<file path="config.mk">
export PLATFORM = sky130hd
export DESIGN_NAME = hbd_lane
export DESIGN_NICKNAME = d
export VERILOG_FILES = /design/src/rtl/hbd_pkg.sv /design/src/rtl/hbd_lane.sv
export SDC_FILE = /design/constraint.sdc
export NUM_CORES = 2
export LEC_CHECK = 0
export BUFFER_PORTS_ARGS = -buffer_cell sky130_fd_sc_hd__buf_2
export CAP_MARGIN = 20
export CORE_UTILIZATION = 45
export DETAILED_ROUTE_END_ITERATION = 10
export PLACE_DENSITY = 0.69
export SLEW_MARGIN = 0
export SYNTH_ARGS = -nofsm -noshare
export SYNTH_HDL_FRONTEND = slang
export SYNTH_SLANG_ARGS = --single-unit
</file>
<file path="constraint.sdc">
create_clock -name clk_i -period 13.1 [get_ports clk_i]
set_clock_uncertainty 0.05 [all_clocks]
set_input_delay 1.31 -clock clk_i [delete_from_list [all_inputs] [get_ports clk_i]]
set_output_delay 1.31 -clock clk_i [all_outputs]
set_load 0.01 [all_outputs]
</file>
<file path="src/rtl/hbd_pkg.sv">
// ----------------------------------------------------------------------------
// hbd_pkg: half-band decimator shared definitions
// Widths, sample and coefficient types, sequencer phase codes and the lane
// control bundle used by the lanes and the top level.
// ----------------------------------------------------------------------------
package hbd_pkg;

  localparam int SECTIONS       = 4;
  localparam int SAMPLE_BITS    = 24;
  localparam int COEF_FRAC_BITS = 17;

  localparam int LANES        = 4;
  localparam int INNER_BITS   = SAMPLE_BITS + 2;
  localparam int EXT_BITS     = INNER_BITS - SAMPLE_BITS;
  localparam int COEF_BITS    = COEF_FRAC_BITS + 1;
  localparam int PROD_BITS    = COEF_BITS + 1 + INNER_BITS;
  localparam int SHIFT_BITS   = PROD_BITS - COEF_FRAC_BITS;
  localparam int SUM_BITS     = SHIFT_BITS + 1;
  localparam int SEC_IDX_BITS = (SECTIONS > 1) ? $clog2(SECTIONS) : 1;
  localparam int CFG_REGS     = 2 * SECTIONS;
  localparam int CFG_IDX_BITS = $clog2(CFG_REGS);

  typedef logic signed [SAMPLE_BITS-1:0] sample_t;
  typedef logic signed [INNER_BITS-1:0]  inner_t;
  typedef logic        [COEF_BITS-1:0]   coef_t;

  // Per-section phases of one lane
  localparam logic [1:0] PH_MUL_X = 2'd0;
  localparam logic [1:0] PH_ADD   = 2'd1;
  localparam logic [1:0] PH_MUL_O = 2'd2;
  localparam logic [1:0] PH_SUB   = 2'd3;

  typedef struct packed {
    logic                    load;
    logic                    run;
    logic [1:0]              phase;
    logic [SEC_IDX_BITS-1:0] sec;
  } hbd_lane_ctrl_t;

endpackage

</file>
<file path="src/rtl/hbd_lane.sv">
// ----------------------------------------------------------------------------
// hbd_lane: one allpass cascade lane
// Runs the sections of one lane in turn on a shared multiplier, four
// phases per section, and keeps the section states of this lane.
// ----------------------------------------------------------------------------
module hbd_lane import hbd_pkg::*; (
  input  logic           clk_i,
  input  logic           rst_ni,
  input  hbd_lane_ctrl_t ctrl_i,
  input  coef_t          coef_i,
  input  inner_t         x_i,
  output inner_t         v_o
);

  inner_t                        x_q;
  inner_t                        o_q;
  logic signed [PROD_BITS-1:0]   prod_q;
  inner_t                        state_q [SECTIONS];

  inner_t                        mul_src;
  logic signed [PROD_BITS-1:0]   prod_d;
  logic signed [SHIFT_BITS-1:0]  prod_sh;
  logic signed [SUM_BITS-1:0]    add_sum;
  logic signed [SUM_BITS-1:0]    sub_sum;

  function automatic inner_t sat_inner(logic signed [SUM_BITS-1:0] v);
    if ((&v[SUM_BITS-1:INNER_BITS-1]) || !(|v[SUM_BITS-1:INNER_BITS-1])) begin
      return v[INNER_BITS-1:0];
    end else if (v[SUM_BITS-1]) begin
      return {1'b1, {(INNER_BITS-1){1'b0}}};
    end else begin
      return {1'b0, {(INNER_BITS-1){1'b1}}};
    end
  endfunction

  always_comb begin
    mul_src = (ctrl_i.phase == PH_MUL_X) ? x_q : o_q;
    prod_d  = PROD_BITS'($signed({1'b0, coef_i})) * PROD_BITS'(mul_src);
    // floor of the product scaled back by the coefficient fraction
    prod_sh = $signed(prod_q[PROD_BITS-1:COEF_FRAC_BITS]);
    add_sum = SUM_BITS'(state_q[ctrl_i.sec]) + SUM_BITS'(prod_sh);
    sub_sum = SUM_BITS'(x_q) - SUM_BITS'(prod_sh);
  end

  always_ff @(posedge clk_i or negedge rst_ni) begin
    if (!rst_ni) begin
      for (int i = 0; i < SECTIONS; i++) begin
        state_q[i] <= '0;
      end
    end else if (ctrl_i.run && ctrl_i.phase == PH_SUB) begin
      state_q[ctrl_i.sec] <= sat_inner(sub_sum);
    end
  end

  always_ff @(posedge clk_i) begin
    if (ctrl_i.load) begin
      x_q <= x_i;
    end else if (ctrl_i.run) begin
      unique case (ctrl_i.phase)
        PH_MUL_X: prod_q <= prod_d;
        PH_ADD:   o_q    <= sat_inner(add_sum);
        PH_MUL_O: prod_q <= prod_d;
        PH_SUB:   x_q    <= o_q;
        default:  x_q    <= x_q;
      endcase
    end
  end

  assign v_o = x_q;

endmodule

</file>
==> results.toml <==
[worst_setup_path]
end_kind = "flip-flop"
slowest_delay_ps = 760
rrSetupSlack_ps = 5500
path_buf_inv = 4
cp_cell_sequence = "buf_2 > nor2_4 > mux2_2 > nand2_1 > fa_1 > fa_1 > fa_1 > inv_1 > fa_1 > fa_1 > inv_1 > fa_1 > inv_1 > ha_1 > nand4_1 > or3_1 > o32a_1 > o21ai_1 > nor4_1 > o41ai_1 > a21oi_1 > xnor2_1"
startpoint_type = "input port"
cp_max_fo = 26
cpMostUsedCell = "fa_1"
crit_family = "adder cells"
required_ps = 13240
worstPathArrival_ps = 9140
crit_type = "in -> reg"
cpMaxStageDelayCell = "nor2_4"

[clock_tree]
cts_sinks = 184
htree_levels = 4
cts_resized = 0
clk_path_buf_depth = 2
holdBufCountCts = 0
clock_latency_ps = 450
cts_setup_buffers = 0
clkTransAtPathRegs_ps = 70
cts_buffers = 17
cts_tree = "built"
root_buffer = "clkbuf_16"

[die]
rows = 89
die_w_um = 248
io_pins = 78
start_util_pct = 45.8
die-area_mm2 = 0.0615
core_area_mm2 = 0.0595
die_h_um = 248

[logic_synthesis]
synth_edf_count = 80
yosys-top-cells-count = "inv_1, fa_1, and2_1"
synth_area_mm2 = 0.0272
syn-instance-count = 2755
ys_top_cells_by_area = "fa_1, dfrtp_1, edfxtp_1"
synthFlopType = "dfrtp_1"
syn_area_per_cell_um2 = 9.89
yosysMostFrequentCell = "inv_1"
ys_async_sr_fraction_pct = 56.5
synthDominantCellAreaShare_pct = 33.9
synth_nets = 3436
synth.distinct_cells = 74
seq_area_frac_synth_pct = 18.4
synth-seq-cells = 184
yosysWarnings = 0
synth_top_cell_by_area = "fa_1"

[global_route]
grt_pass1_wl_um = 116000
antenna_found_initial = 5
grt_overflow = 0
grt_max_degree = 74
grt_pass1_vias = 21400
grt_use_total_pct = 24.4

[place]
place.gp.congestion = 0.939
post-dp-hpwl_um = 55600
port_buffers = 77

[routing]
drt_wl_total_um = 72100
via_per_inst = 5.57
ant_nets = 0
drt_iter0_drc = 1258
wl_per_cell_um = 20.4
drc = 2
num_vias = 19700
dr.pass1.iters = 8

[job]
maxCapViolCount = 0

[sta]
layout_min_cycle_time_ps = 8990
rsz0062_at_grt = "false"
tightest_slew_ps = 1130
clock.fmax_mhz = 111
fin_crit_sh_pct = 68.7
slew_viol_final = 0
slew_headroom_pct = 24.6
tns_ps = 0
hold_viol = 0
finalSetupViolations = 0

[finish]
nNetsFinal = 3434
drive_gt1_share_pct = 8.17
area_growth_pct = 5.97

[outcome]
violations = "design-rule violations"
status = "finished, violations left"

[worst_hold_path]
hp-class = "reg -> reg"
## state kept, by name, summed over array words and instances (netlist names)
name / count
o_q: 26
state_q: 104
prod_q: 28
v_o: 26
## cells by family (layout without fill, tap and decap cells)
group,after synthesis,in the layout,synth area share [%]
xor gates and xnor gates,77,77,2.50
other,0,2,0
adders and majority gates,629,629,41.6
muxes,82,82,4.46
DFF,184,184,18.4
and+or+nand+nor,738,738,13.8
buffers and inverters,688,699,9.57
AOI/OAI and AO/OA,357,357,9.67
## worst reg2reg max path, cell delays in order, from the launching register on
cell	delay [ps]
edfxtp_1	490
mux2_2	490
nand2_1	180
fa_1	720
fa_1	500
fa_1	550
inv_1	420
fa_1	540
fa_1	550
inv_1	50
fa_1	470
inv_1	40
ha_1	400
nand4_1	170
or3_1	420
o32a_1	180
o21ai_1	180
nor4_1	100
o41ai_1	540
a21oi_1	160
xnor2_1	140
## path summary, 6_finish.rpt
| path | startpoint | depth (start not counted) | to |
|---|---|---|---|
| worst max-delay path | ctrl_i[2] | 22 | prod_q[44] |
| max in group asynchronous | rst_ni | 2 | state_q[50] |
| worst max register to register | v_o[25] | 20 | prod_q[44] |
| worst min register to register | state_q[4] | 2 | state_q[4] |
| worst min-delay path | state_q[4] | 2 | state_q[4] |
| min in group asynchronous | rst_ni | 1 | state_q[53] |
## through the flow
step	util (%)	setup slack, ps	hold WS (ps)	area [um^2]	std cells
after floorplan	-	4770	395	27200	2755
after global placement	47.5	3910	406	28200	3504
after detailed placement	47.5	3660	418	28200	3504
after CTS	48.5	4120	431	28800	3536
after global routing	48.6	3770	452	28900	3540
final	48.6	4110	432	28900	3541
## final cells by class
class | instances | area (um^2)
Timing Repair Buffer | 88 | 490
Clock buffer | 22 | 495
Clock inverter | 10 | 82.6
Antenna cell | 2 | 5.00
Sequential cell | 184 | 5000
Fill cell | 5489 | 30600
Inverter | 579 | 2170
Tap cell | 773 | 967
Multi-Input combinational cell | 1883 | 19700
## cells in the final DEF (no fill, tap or decap), drive strengths merged, types with 33 or more instances in the layout
master  synthesis  layout
nand2         285     285
ha            167     167
xnor2          48      48
a221o          33      33
edfxtp         80      80
dfrtp         104     104
a21oi          65      65
buf            16      88
inv           579     585
o21ai          88      88
mux2           56      56
and2          300     300
fa            462     462
a21o           39      39
nor2           57      57
## layer usage
metal  part of all wire [%]  vias to the layer above  GRT usage, %
li1                       -                     8705             -
met1                     42                    10100          33.1
met2                     48                      832          40.8
met3                    7.8                      117          3.47
met4                    2.1                        2          6.78
met5                  0.011                        -             0
Power is left out: the tool's default activity adds up to more than one toggle a clock period on the data nets, which glitch-free logic cannot reach.
