[config.mk]
export PLATFORM = sky130hd
export DESIGN_NAME = hbd_merge
export DESIGN_NICKNAME = d
export VERILOG_FILES = /design/src/rtl/hbd_pkg.sv /design/src/rtl/hbd_merge.sv
export SDC_FILE = /design/constraint.sdc
export NUM_CORES = 1
export LEC_CHECK = 0
export BUFFER_PORTS_ARGS = -buffer_cell sky130_fd_sc_hd__buf_2
export CORE_UTILIZATION = 49
export CTS_CLUSTER_DIAMETER = 30
export DETAILED_ROUTE_END_ITERATION = 8
export PLACE_DENSITY = 0.84
export SLEW_MARGIN = 20
export SYNTH_ARGS = -nofsm -noshare
export SYNTH_HDL_FRONTEND = slang
export SYNTH_SLANG_ARGS = --single-unit
[constraint.sdc]
create_clock -name clk_i -period 3.54 [get_ports clk_i]
set_input_delay 0.708 -clock clk_i [delete_from_list [all_inputs] [get_ports clk_i]]
set_output_delay 0.708 -clock clk_i [all_outputs]
set_load 0.02 [all_outputs]
[src/rtl/hbd_pkg.sv]
// ----------------------------------------------------------------------------
// hbd_pkg: half-band decimator shared definitions
// Widths, sample and coefficient types, sequencer phase codes and the lane
// control bundle used by the lanes and the top level.
// ----------------------------------------------------------------------------
package hbd_pkg;

  localparam int SECTIONS       = 4;
  localparam int SAMPLE_BITS    = 24;
  localparam int COEF_FRAC_BITS = 17;

  localparam int LANES        = 4;
  localparam int INNER_BITS   = SAMPLE_BITS + 2;
  localparam int EXT_BITS     = INNER_BITS - SAMPLE_BITS;
  localparam int COEF_BITS    = COEF_FRAC_BITS + 1;
  localparam int PROD_BITS    = COEF_BITS + 1 + INNER_BITS;
  localparam int SHIFT_BITS   = PROD_BITS - COEF_FRAC_BITS;
  localparam int SUM_BITS     = SHIFT_BITS + 1;
  localparam int SEC_IDX_BITS = (SECTIONS > 1) ? $clog2(SECTIONS) : 1;
  localparam int CFG_REGS     = 2 * SECTIONS;
  localparam int CFG_IDX_BITS = $clog2(CFG_REGS);

  typedef logic signed [SAMPLE_BITS-1:0] sample_t;
  typedef logic signed [INNER_BITS-1:0]  inner_t;
  typedef logic        [COEF_BITS-1:0]   coef_t;

  // Per-section phases of one lane
  localparam logic [1:0] PH_MUL_X = 2'd0;
  localparam logic [1:0] PH_ADD   = 2'd1;
  localparam logic [1:0] PH_MUL_O = 2'd2;
  localparam logic [1:0] PH_SUB   = 2'd3;

  typedef struct packed {
    logic                    load;
    logic                    run;
    logic [1:0]              phase;
    logic [SEC_IDX_BITS-1:0] sec;
  } hbd_lane_ctrl_t;

endpackage

[src/rtl/hbd_merge.sv]
// ----------------------------------------------------------------------------
// hbd_merge: branch merge and output register
// Averages each direct result with the delayed result of the previous
// item, saturates to the sample width and holds the new delayed results.
// ----------------------------------------------------------------------------
module hbd_merge import hbd_pkg::*; (
  input  logic    clk_i,
  input  logic    rst_ni,
  input  logic    fire_i,
  input  inner_t  v_i [LANES],
  output sample_t left_o,
  output sample_t right_o
);

  localparam int MSUM_BITS = INNER_BITS + 1;

  inner_t  held_q [2];
  sample_t out_q  [2];
  sample_t out_d  [2];

  function automatic sample_t sat_sample(logic signed [INNER_BITS-1:0] v);
    if ((&v[INNER_BITS-1:SAMPLE_BITS-1]) || !(|v[INNER_BITS-1:SAMPLE_BITS-1])) begin
      return v[SAMPLE_BITS-1:0];
    end else if (v[INNER_BITS-1]) begin
      return {1'b1, {(SAMPLE_BITS-1){1'b0}}};
    end else begin
      return {1'b0, {(SAMPLE_BITS-1){1'b1}}};
    end
  endfunction

  always_comb begin
    for (int ch = 0; ch < 2; ch++) begin
      logic signed [MSUM_BITS-1:0] sum;
      sum       = MSUM_BITS'(held_q[ch]) + MSUM_BITS'(v_i[2*ch]);
      // drop the low bit: floor of half the sum
      out_d[ch] = sat_sample(sum[MSUM_BITS-1:1]);
    end
  end

  always_ff @(posedge clk_i or negedge rst_ni) begin
    if (!rst_ni) begin
      held_q[0] <= '0;
      held_q[1] <= '0;
    end else if (fire_i) begin
      held_q[0] <= v_i[1];
      held_q[1] <= v_i[3];
    end
  end

  always_ff @(posedge clk_i) begin
    if (fire_i) begin
      out_q[0] <= out_d[0];
      out_q[1] <= out_d[1];
    end
  end

  assign left_o  = out_q[0];
  assign right_o = out_q[1];

endmodule

==> results.yml, run 1 <==
logic_synthesis:
  yosysTopAreaCell: "edfxtp_1"
  yosys-top-cells-count: "dfrtp_1, mux2_2, a21oi_1, ha_1, edfxtp_1"
  synth_edf_count: 48
  ys_ff_latch: 100
  syn_inst: 601
  yosysUniqueCellTypes: 65
  synth_top_area_share_pct: 21.7
  yosysWarnings: 0
  seq_area_frac_synth_pct: 41.3
  synth_ff_type: "dfrtp_1"
  async_flop_share_pct: 52.0
  syn_nets: 760
  syn_avg_cell_area_um2: 11.1
  synth_area_leaders: "edfxtp_1, dfrtp_1, ha_1"
  syn-cell-area_um2: 6640
floorplan:
  coreArea_um2: 13200
  die_h_um: 118
  row_count: 42
  num_io_pins: 155
  dieArea_um2: 14000
  start_util_pct: 50.2
  die_w_um: 118
routing:
  routedWlPerCell_um: 16.3
  routed_wl_mm: 15.6
  vias: 5433
  drc: 0
  antenna_left: 0
  first_pass_iters: 5
  drt_iter0_drc: 370
  viasPerCell: 5.66
critical_path:
  crit_arrival_ps: 3620
  path_buf_inv: 2
  crit_path_end_kind: "flop"
  r2r_setup_slack_ps: 190
  slowest_delay_ps: 750
  crit_family: "compound AO/OA/AOI/OAI gates"
  crit_path_start_kind: "input port"
  cp_data_required_time_ps: 3760
  crit_path_top_delay_cell: "o31ai_2"
  crit_type: "input port to flop"
  crit_chain: "buf_2 -> and2_1 -> fa_1 -> a211oi_1 -> o211ai_2 -> a41oi_1 -> buf_4 -> nor2_1 -> a41oi_2 -> xor2_2 -> o31ai_2 -> a21o_1"
  path_max_fanout: 11
sta:
  hold_violations: 0
  max_slew_margin_pct: 42.8
  max_freq_mhz: 294
  setup_viol: 0
  drv_slew: 0
  tightest_slew_ps: 853
  clock_skew_ps: 9.48
  rsz0062_at_grt: "true"
  whs_ps: 338
  finalCriticalPeriod_ps: 3410
  fin_crit_sh_pct: 96.2
clock_tree:
  cts_tree: "built"
  cts_root_buf: "clkbuf_16"
  htreeDepth: 3
  clk_path_buf_depth: 2
  cts_resized: 0
  cts.sinks: 100
  hold_buffers: 0
  cts-buffers-inserted: 9
  clkSlewWorstSetupHoldPaths_ps: 70
  postCtsSetupBuffers: 0
  clk_latency_ps: 350
placement:
  numPortBuffers: 154
  hpwl_mm: 11.7
  placed_area_um2: 7800
  gp_congestion: 0.872
cells_and_area:
  fin_area_um2: 8160
  layout-drive-gt1-share_pct: 38.3
  n_antenna_cell: 0
  design.final.nets: 938
  area_growth_pct: 22.9
power_and_ir_drop:
  power.internal_mw: 2.85
  pwr-share-seq_pct: 35.6
  p_sw_share_pct: 34.6
  p_leak_nw: 3.64
  clockPowerShare_pct: 24.1
  p_per_area_nw_per_um2: 533
  ir_worst_vdd_mv: 0.343
  combPwrFrac_pct: 40.3
  finalPower_mw: 4.35
  switchingPower_mw: 1.50
global_routing:
  grt_use_total_pct: 23.0
  grt_max_degree: 56
  grt_pass1_vias: 5243
  overflow: 0
  grt_first_pass_wirelength_mm: 25.3
  antenna_found_initial: 1
job:
  max_cap_viol_count: 0
min_path:
  hold_class: "input port to asynchronous set/reset pin"
outcome:
  status: "completed"
[state kept, by name, summed over array words and instances, names as in the netlist]
register and count:
held_q 52, out_q 48
[area by class of cell]
cell class                      count  area (µm²)
Inverter                           16        60.1
Fill cell                        1105        5080
Timing Repair Buffer              191        1110
Clock buffer                       11         264
Clock inverter                      5        57.6
Multi-Input combinational cell    461        3710
Tap cell                          176         220
Sequential cell                   100        2740
[cell families after synthesis]
family | Yosys count | share of synthesized area (%)
compound gates | 207 | 23.2
xor+xnor | 44 | 5.91
fa+ha+maj | 52 | 10.0
buf+inv | 41 | 3.05
flops | 100 | 41.3
mux | 53 | 9.02
simple gates | 104 | 7.55
[cell usage in the layout (no fill, tap or decap), types with 3 or more instances in the layout]
cell type  count
buf_2        153
mux2_2        52
dfrtp_1       52
a21oi_1       50
ha_1          50
edfxtp_1      48
a21o_1        44
buf_4         34
nand2_1       30
xnor2_1       27
nor2_1        23
o21ai_0       23
o21ai_2       20
inv_1         16
xor2_1        16
nand3_1       11
clkbuf_16     10
o21bai_1       9
nand4_1        8
a211oi_1       7
nor3_1         6
nand2b_1       6
and2_1         5
nor2b_1        5
a211o_1        4
o21a_1         4
and3_1         4
o221ai_1       4
a31oi_1        3
o211ai_1       3
a41oi_1        3
a31o_2         3
buf_12         3
[worst reg2reg max path: cells and delay by family (launching register included)]
| kind | cells | cell delay [ps] |
|---|---|---|
| xor+xnor | 1 | 150 |
| fa+ha+maj | 1 | 380 |
| compound gates | 6 | 1900 |
| flops | 1 | 400 |
| simple gates | 2 | 210 |
| buf+inv | 1 | 160 |
[path summary, 6_finish.rpt]
kind                                        startpoint                      to  depth (start not counted)
worst min register to register  held_q[29]$_DFFE_PN0P_  held_q[29]$_DFFE_PN0P_                          1
worst min-delay path                            rst_ni  held_q[23]$_DFFE_PN0P_                          1
worst max register to register   held_q[0]$_DFFE_PN0P_  out_q[0][40]$_DFFE_PP_                         11
min in group clk_i              held_q[29]$_DFFE_PN0P_  held_q[29]$_DFFE_PN0P_                          1
worst max-delay path                           v_i[26]  out_q[0][40]$_DFFE_PP_                         12
max in group asynchronous                       rst_ni   held_q[4]$_DFFE_PN0P_                          3
[layer usage]
| layer | GRT usage (%) | share of wire (%) |
|---|---|---|
| met5 | 0 | 0.064 |
| met4 | 6.09 | 1.6 |
| met3 | 4.73 | 5.4 |
| met2 | 40.8 | 50 |
| met1 | 28.5 | 43 |
[through the flow]
stage                     setup TNS, ps  setup WS (ps)  util (%)  cells
after floorplan                       0            239         -    601
after global placement            -3390           -211      58.9    942
after detailed placement          -3210           -192      58.9    942
after CTS                             0            122      61.3    958
after global routing               -124          -14.7      61.6    960
final                                 0            133      61.6    960
[power by group through the flow]
stage,Combinational [mW],Clock [mW],Sequential [mW]
after floorplan,1.06,0,1.73
after global placement,1.68,0,1.57
after detailed placement,1.71,0,1.57
after CTS,1.73,1.08,1.55
after global routing,1.91,1.12,1.57
final,1.75,1.05,1.55
Note: power is estimated with default switching activity, not from simulation.
==> run 2: changes to the inputs <==
--- a/config.mk
+++ b/config.mk
@@ -6,10 +6,11 @@
 export NUM_CORES = 1
 export LEC_CHECK = 0
 export BUFFER_PORTS_ARGS = -buffer_cell sky130_fd_sc_hd__buf_2
-export CORE_UTILIZATION = 49
+export CORE_UTILIZATION = 30
 export CTS_CLUSTER_DIAMETER = 30
 export DETAILED_ROUTE_END_ITERATION = 8
-export PLACE_DENSITY = 0.84
+export GPL_ROUTABILITY_DRIVEN = 0
+export PLACE_DENSITY = 0.6
 export SLEW_MARGIN = 20
 export SYNTH_ARGS = -nofsm -noshare
 export SYNTH_HDL_FRONTEND = slang
==> constraint.sdc (replaced) <==
create_clock -name clk_i -period 3.54 [get_ports clk_i]
set_input_delay 1.062 -clock clk_i [delete_from_list [all_inputs] [get_ports clk_i]]
set_output_delay 1.062 -clock clk_i [all_outputs]
set_load 0.02 [all_outputs]
==> run 2 against run 1 <==
Effect of this change:
- maximum frequency decreased by 1.6%
- worst hold slack better by 170 ps
- count of clock-buffer cells in the layout fell by 1
- via count grew 3.1%
- register-to-register slack better by 320 ps
- sequential cell count unchanged
- clock skew rose by 0.93 ps
- non-clock buffer count is 88 higher
- combinational power rose by 17%
- final cell count up 20%
- sequential power hardly changed
- die area is 62% higher
- critical endpoint is now out_q[0][39]$_DFFE_PP_
- highest routed layer is now met4
==> results.yml, run 2 (same netlist as run 1, synthesis figures left out) <==
global_routing:
  grt_max_degree: 41
  overflow: 0
  antenna_found_initial: 0
  grt_first_pass_wirelength_mm: 28.3
  grt_pass1_vias: 5717
  grt_use_total_pct: 16.2
power_and_ir_drop:
  p_leak_nw: 4.06
  finalPower_mw: 4.61
  p_per_area_nw_per_um2: 509
  ir_worst_vdd_mv: 0.233
min_path:
  worstHoldEndpoint: "held_q[22]$_DFFE_PN0P_"
  min_from: "held_q[22]$_DFFE_PN0P_"
  hold_depth: 1
  hold_class: "flop to flop"
sta:
  fin_crit_sh_pct: 97.8
  setup_viol: 0
  setup_slack_ps: 79.1
  hold_violations: 0
  max_freq_mhz: 289
  whs_ps: 512
  finalCriticalPeriod_ps: 3460
  clock_skew_ps: 10.4
  rsz0062_at_grt: "true"
  setup_tns_ps: 0
  tightest_slew_ps: 577
  max_slew_margin_pct: 61.5
  drv_slew: 0
critical_path:
  crit_type: "input port to flop"
  worstReg2RegEnd: "out_q[0][39]$_DFFE_PP_"
  r2r_start: "held_q[0]$_DFFE_PN0P_"
  crit_arrival_ps: 3580
  crit_start: "v_i[26]"
  r2r_setup_slack_ps: 510
  path_max_fanout: 11
  crit_path_start_kind: "input port"
  crit_path_end_kind: "flop"
  reg2reg_depth: 12
  cp_data_required_time_ps: 3650
clock_tree:
  clk_path_buf_depth: 2
  clk_latency_ps: 360
  htreeDepth: 3
  cts.sinks: 100
  clkSlewWorstSetupHoldPaths_ps: 70
  cts_root_buf: "clkbuf_16"
  cts-buffers-inserted: 9
  cts_tree: "built"
routing:
  drc: 0
  routedWlPerCell_um: 15.6
  antenna_left: 0
  first_pass_iters: 4
  vias: 5601
  drt_iter0_drc: 156
  routed_wl_mm: 18.0
  viasPerCell: 4.85
cells_and_area:
  multi_input_area_um2: 3830
  design.final.nets: 1028
  largest-register: "held_q"
  final_common_cell: "buf_2"
  fillers: 2174
  register_area_um2: 2740
  largest_reg_flops: 52
  layout-drive-gt1-share_pct: 45.8
  fin_util_pct: 41.7
  reg_top3: "held_q x52, out_q x48"
  fin_area_um2: 9070
  area_growth_pct: 36.5
  n_antenna_cell: 0
  final_cell_mix: "buf_2, buf_4, mux2_2, dfrtp_1, ha_1"
  final_cells: 1154
placement:
  dp_cells: 1124
  placed_area_um2: 8560
  hpwl_mm: 13.9
  numPortBuffers: 154
  dp_slack_ps: -692
floorplan:
  coreArea_um2: 21800
  die_w_um: 151
  row_count: 54
  dieArea_um2: 22700
  num_io_pins: 155
  die_h_um: 151
  start_util_pct: 30.5
outcome:
  status: "completed"
job:
  max_cap_viol_count: 0
run 2: cell count changes in the layout (fill, tap and decap cells not counted), sizes merged:
cell,before,now
a31oi,6,8
buf,191,279
clkbuf,11,10
clkinvlp,0,1
run 2: cell type report:
cell class | count | area share [%]
Clock inverter | 6 | 0.717
Inverter | 16 | 0.662
Timing Repair Buffer | 279 | 19.7
Tap cell | 280 | 3.86
Multi-Input combinational cell | 463 | 42.3
Sequential cell | 100 | 30.2
Clock buffer | 10 | 2.52
run 2: repair_timing:
item | CTS | global route
gates resized for setup | 5 | 10
setup endpoints to repair | 23 | 25
buffers inserted | 8 | 3
pin swaps | 6 | 8
gates cloned | 3 | 0
hold buffers | 0 | 0
run 2: worst max-delay path by stage:
stage | slack, ps | endpoint
final | 80 | out_q[0][39]$_DFFE_PP_
after global routing | -2 | out_q[0][41]$_DFFE_PP_
after CTS | 50 | out_q[0][34]$_DFFE_PP_
after detailed placement | -690 | out_q[0][34]$_DFFE_PP_
after global placement | -620 | out_q[0][34]$_DFFE_PP_
after floorplan | 10 | out_q[0][3]$_DFFE_PP_
run 2: power breakdown:
part / switching, mW / internal (mW) / total [mW]
sequential: 0.0760 / 1.48 / 1.55
clock: 0.462 / 0.549 / 1.01
combinational: 1.08 / 0.967 / 2.05
total: 1.62 / 2.99 / 4.61
run 2: routing by layer:
metal	wire length, µm	share of wire, %	vias up	GRT usage, %
met5	0	0	-	0
li1	-	-	2817	-
met1	7880	44	2656	19.4
met2	9210	51	113	29.3
met3	639	3.6	15	2.98
met4	236	1.3	0	4.45
run 2: critical path, cell delays in order:
cell	delay [ps]
buf_2	100
and2_1	160
fa_2	360
a211oi_2	290
o211ai_2	150
a41oi_2	280
nor2_2	90
a41oi_2	290
xor2_4	230
buf_6	150
a31oi_4	90
buf_12	170
a21o_1	150
==> run 3: changes to the inputs <==
--- a/config.mk
+++ b/config.mk
@@ -6,11 +6,13 @@
 export NUM_CORES = 1
 export LEC_CHECK = 0
 export BUFFER_PORTS_ARGS = -buffer_cell sky130_fd_sc_hd__buf_2
-export CORE_UTILIZATION = 30
+export CORE_ASPECT_RATIO = 1.25
+export CORE_MARGIN = 5
+export CORE_UTILIZATION = 55
 export CTS_CLUSTER_DIAMETER = 30
 export DETAILED_ROUTE_END_ITERATION = 8
 export GPL_ROUTABILITY_DRIVEN = 0
-export PLACE_DENSITY = 0.6
+export PLACE_DENSITY = 0.91
 export SLEW_MARGIN = 20
 export SYNTH_ARGS = -nofsm -noshare
 export SYNTH_HDL_FRONTEND = slang
==> run 3 against run 2 <==
Effect of this change:
- count of clock-buffer cells in the layout did not move
- highest routed layer unchanged
- via count rose by 5.2%
- combinational power barely moved
- register-to-register slack got worse by 40 ps
- setup slack got worse by 11 ps
- critical path depth did not move
- first-iteration DRC count rose by 120%
- global-route usage rose by 9.8 points
- final cell count fell by 11%
- worst hold slack got worse by 3.1 ps
==> results.yml, run 3 (same netlist as run 1, synthesis figures left out) <==
power_and_ir_drop:
  p_leak_nw: 4.01
  combPwrFrac_pct: 45.5
  clockPowerShare_pct: 20.6
  pwr-share-seq_pct: 33.9
  ir_worst_vdd_mv: 0.297
  finalPower_mw: 4.57
  p_sw_share_pct: 36.2
  switchingPower_mw: 1.66
  p_per_area_nw_per_um2: 518
  power.internal_mw: 2.92
sta:
  setup_viol: 0
  max_freq_mhz: 288
  tightest_slew_ps: 604
  max_slew_margin_pct: 59.7
  finalCriticalPeriod_ps: 3470
  drv_slew: 0
  hold_violations: 0
  clock_skew_ps: 6.00
  fin_crit_sh_pct: 98.1
routing:
  first_pass_iters: 5
  drt_iter0_drc: 341
  viasPerCell: 5.74
  drc: 0
  vias: 5893
  routedWlPerCell_um: 18.8
  routed_wl_mm: 19.3
  antenna_left: 0
global_routing:
  grt_pass1_vias: 6000
  grt_max_degree: 40
  grt_first_pass_wirelength_mm: 29.0
  antenna_found_initial: 2
  grt_use_total_pct: 25.9
  overflow: 0
critical_path:
  crit_path_top_delay_cell: "fa_2"
  cp_data_required_time_ps: 3660
  crit_path_end_kind: "flop"
  crit_chain: "buf_2 -> and2_1 -> fa_2 -> a211oi_4 -> o211ai_2 -> a41oi_2 -> o31a_1 -> o221ai_1 -> mux2i_2 -> buf_4 -> o31ai_4 -> buf_12 -> a31o_2"
  crit_arrival_ps: 3590
  slowest_delay_ps: 380
  crit_path_start_kind: "input port"
  crit_type: "input port to flop"
  reg2reg_depth: 12
  path_max_fanout: 12
floorplan:
  die_w_um: 108
  num_io_pins: 155
  coreArea_um2: 12000
  die_h_um: 133
  row_count: 45
  start_util_pct: 55.4
  dieArea_um2: 14400
cells_and_area:
  largest_reg_flops: 52
  area_growth_pct: 33.0
  design.final.nets: 1015
  largest-register: "held_q"
  fin_area_um2: 8840
  reg_top3: "held_q x52, out_q x48"
  final_cell_mix: "buf_2, buf_4, mux2_2, dfrtp_1, a21oi_1"
  final_common_cell: "buf_2"
  layout-drive-gt1-share_pct: 45.2
clock_tree:
  cts-buffers-inserted: 9
  clk_path_buf_depth: 2
  htreeDepth: 3
  clkSlewWorstSetupHoldPaths_ps: 70
  hold_buffers: 0
  cts_root_buf: "clkbuf_16"
  clk_latency_ps: 360
  cts.sinks: 100
  cts_tree: "built"
min_path:
  hold_depth: 1
  hold_class: "flop to flop"
placement:
  numPortBuffers: 154
  hpwl_mm: 14.0
  placed_area_um2: 8320
job:
  max_cap_viol_count: 0
outcome:
  status: "completed"
==> run 3: cell type report <==
type                            instances  area [µm²]
Multi-Input combinational cell        463        3840
Fill cell                             804        3150
Sequential cell                       100        2740
Timing Repair Buffer                  266        1700
Clock buffer                           10         239
Tap cell                              164         205
Inverter                               16        60.1
Clock inverter                          6        40.0
Antenna cell                            2        5.00
==> run 3: path summary, 6_finish.rpt <==
| kind | startpoint | to | slack (ps) |
|---|---|---|---|
| hold / removal | held_q[32]$_DFFE_PN0P_ | held_q[32]$_DFFE_PN0P_ | 510 |
| setup reg to reg | held_q[0]$_DFFE_PN0P_ | out_q[0][34]$_DFFE_PP_ | 470 |
| setup / recovery | v_i[26] | out_q[0][34]$_DFFE_PP_ | 70 |
| max in group asynchronous | rst_ni | held_q[24]$_DFFE_PN0P_ | 1990 |
| hold reg to reg | held_q[32]$_DFFE_PN0P_ | held_q[32]$_DFFE_PN0P_ | 510 |
| min in group asynchronous | rst_ni | held_q[30]$_DFFE_PN0P_ | 710 |
==> run 3: stage by stage <==
step | cells | TNS, ps | util [%] | hold slack, ps | setup WS [ps]
6_report | 1027 | 0 | 73.7 | 509 | 67.7
4_1_cts | 1020 | 0 | 72.8 | 516 | 26.1
3_5_place_dp | 998 | -17270 | 69.4 | 501 | -593
5_1_grt | 1027 | -55.6 | 73.7 | 528 | -36.5
2_1_floorplan | 601 | 0 | - | 485 | 9.90
3_3_place_gp | 998 | -15100 | 69.4 | 494 | -545
==> run 3: power by group through the flow <==
stage / registers [mW] / logic (mW) / clock network (mW)
final: 1.55 / 2.08 / 0.942
after global routing: 1.57 / 2.23 / 0.997
after CTS: 1.55 / 1.99 / 0.950
after detailed placement: 1.57 / 1.88 / 0
after global placement: 1.56 / 1.82 / 0
after floorplan: 1.73 / 1.06 / 0
==> run 3: per-layer routing <==
metal | vias to the layer above | share of wire, % | track usage (%)
li1 | 2795 | - | -
met1 | 2821 | 36 | 27.3
met2 | 225 | 56 | 49.4
met3 | 52 | 4.7 | 3.86
met4 | 0 | 3.9 | 12.0
met5 | - | 0 | 0
==> run 3: worst max-delay path: cells and delay by family <==
kind            cells  cell delay, ps
compound gates      7            1250
buf+inv             3             490
fa+ha+maj           1             380
mux                 1             230
simple gates        1             180
==> run 3: repair_timing <==
item	CTS	global route
setup endpoints to repair	23	23
resized for setup	5	8
setup buffers	3	5
gates cloned	3	0
endpoints found under the hold margin	0	0
pin swaps	4	8
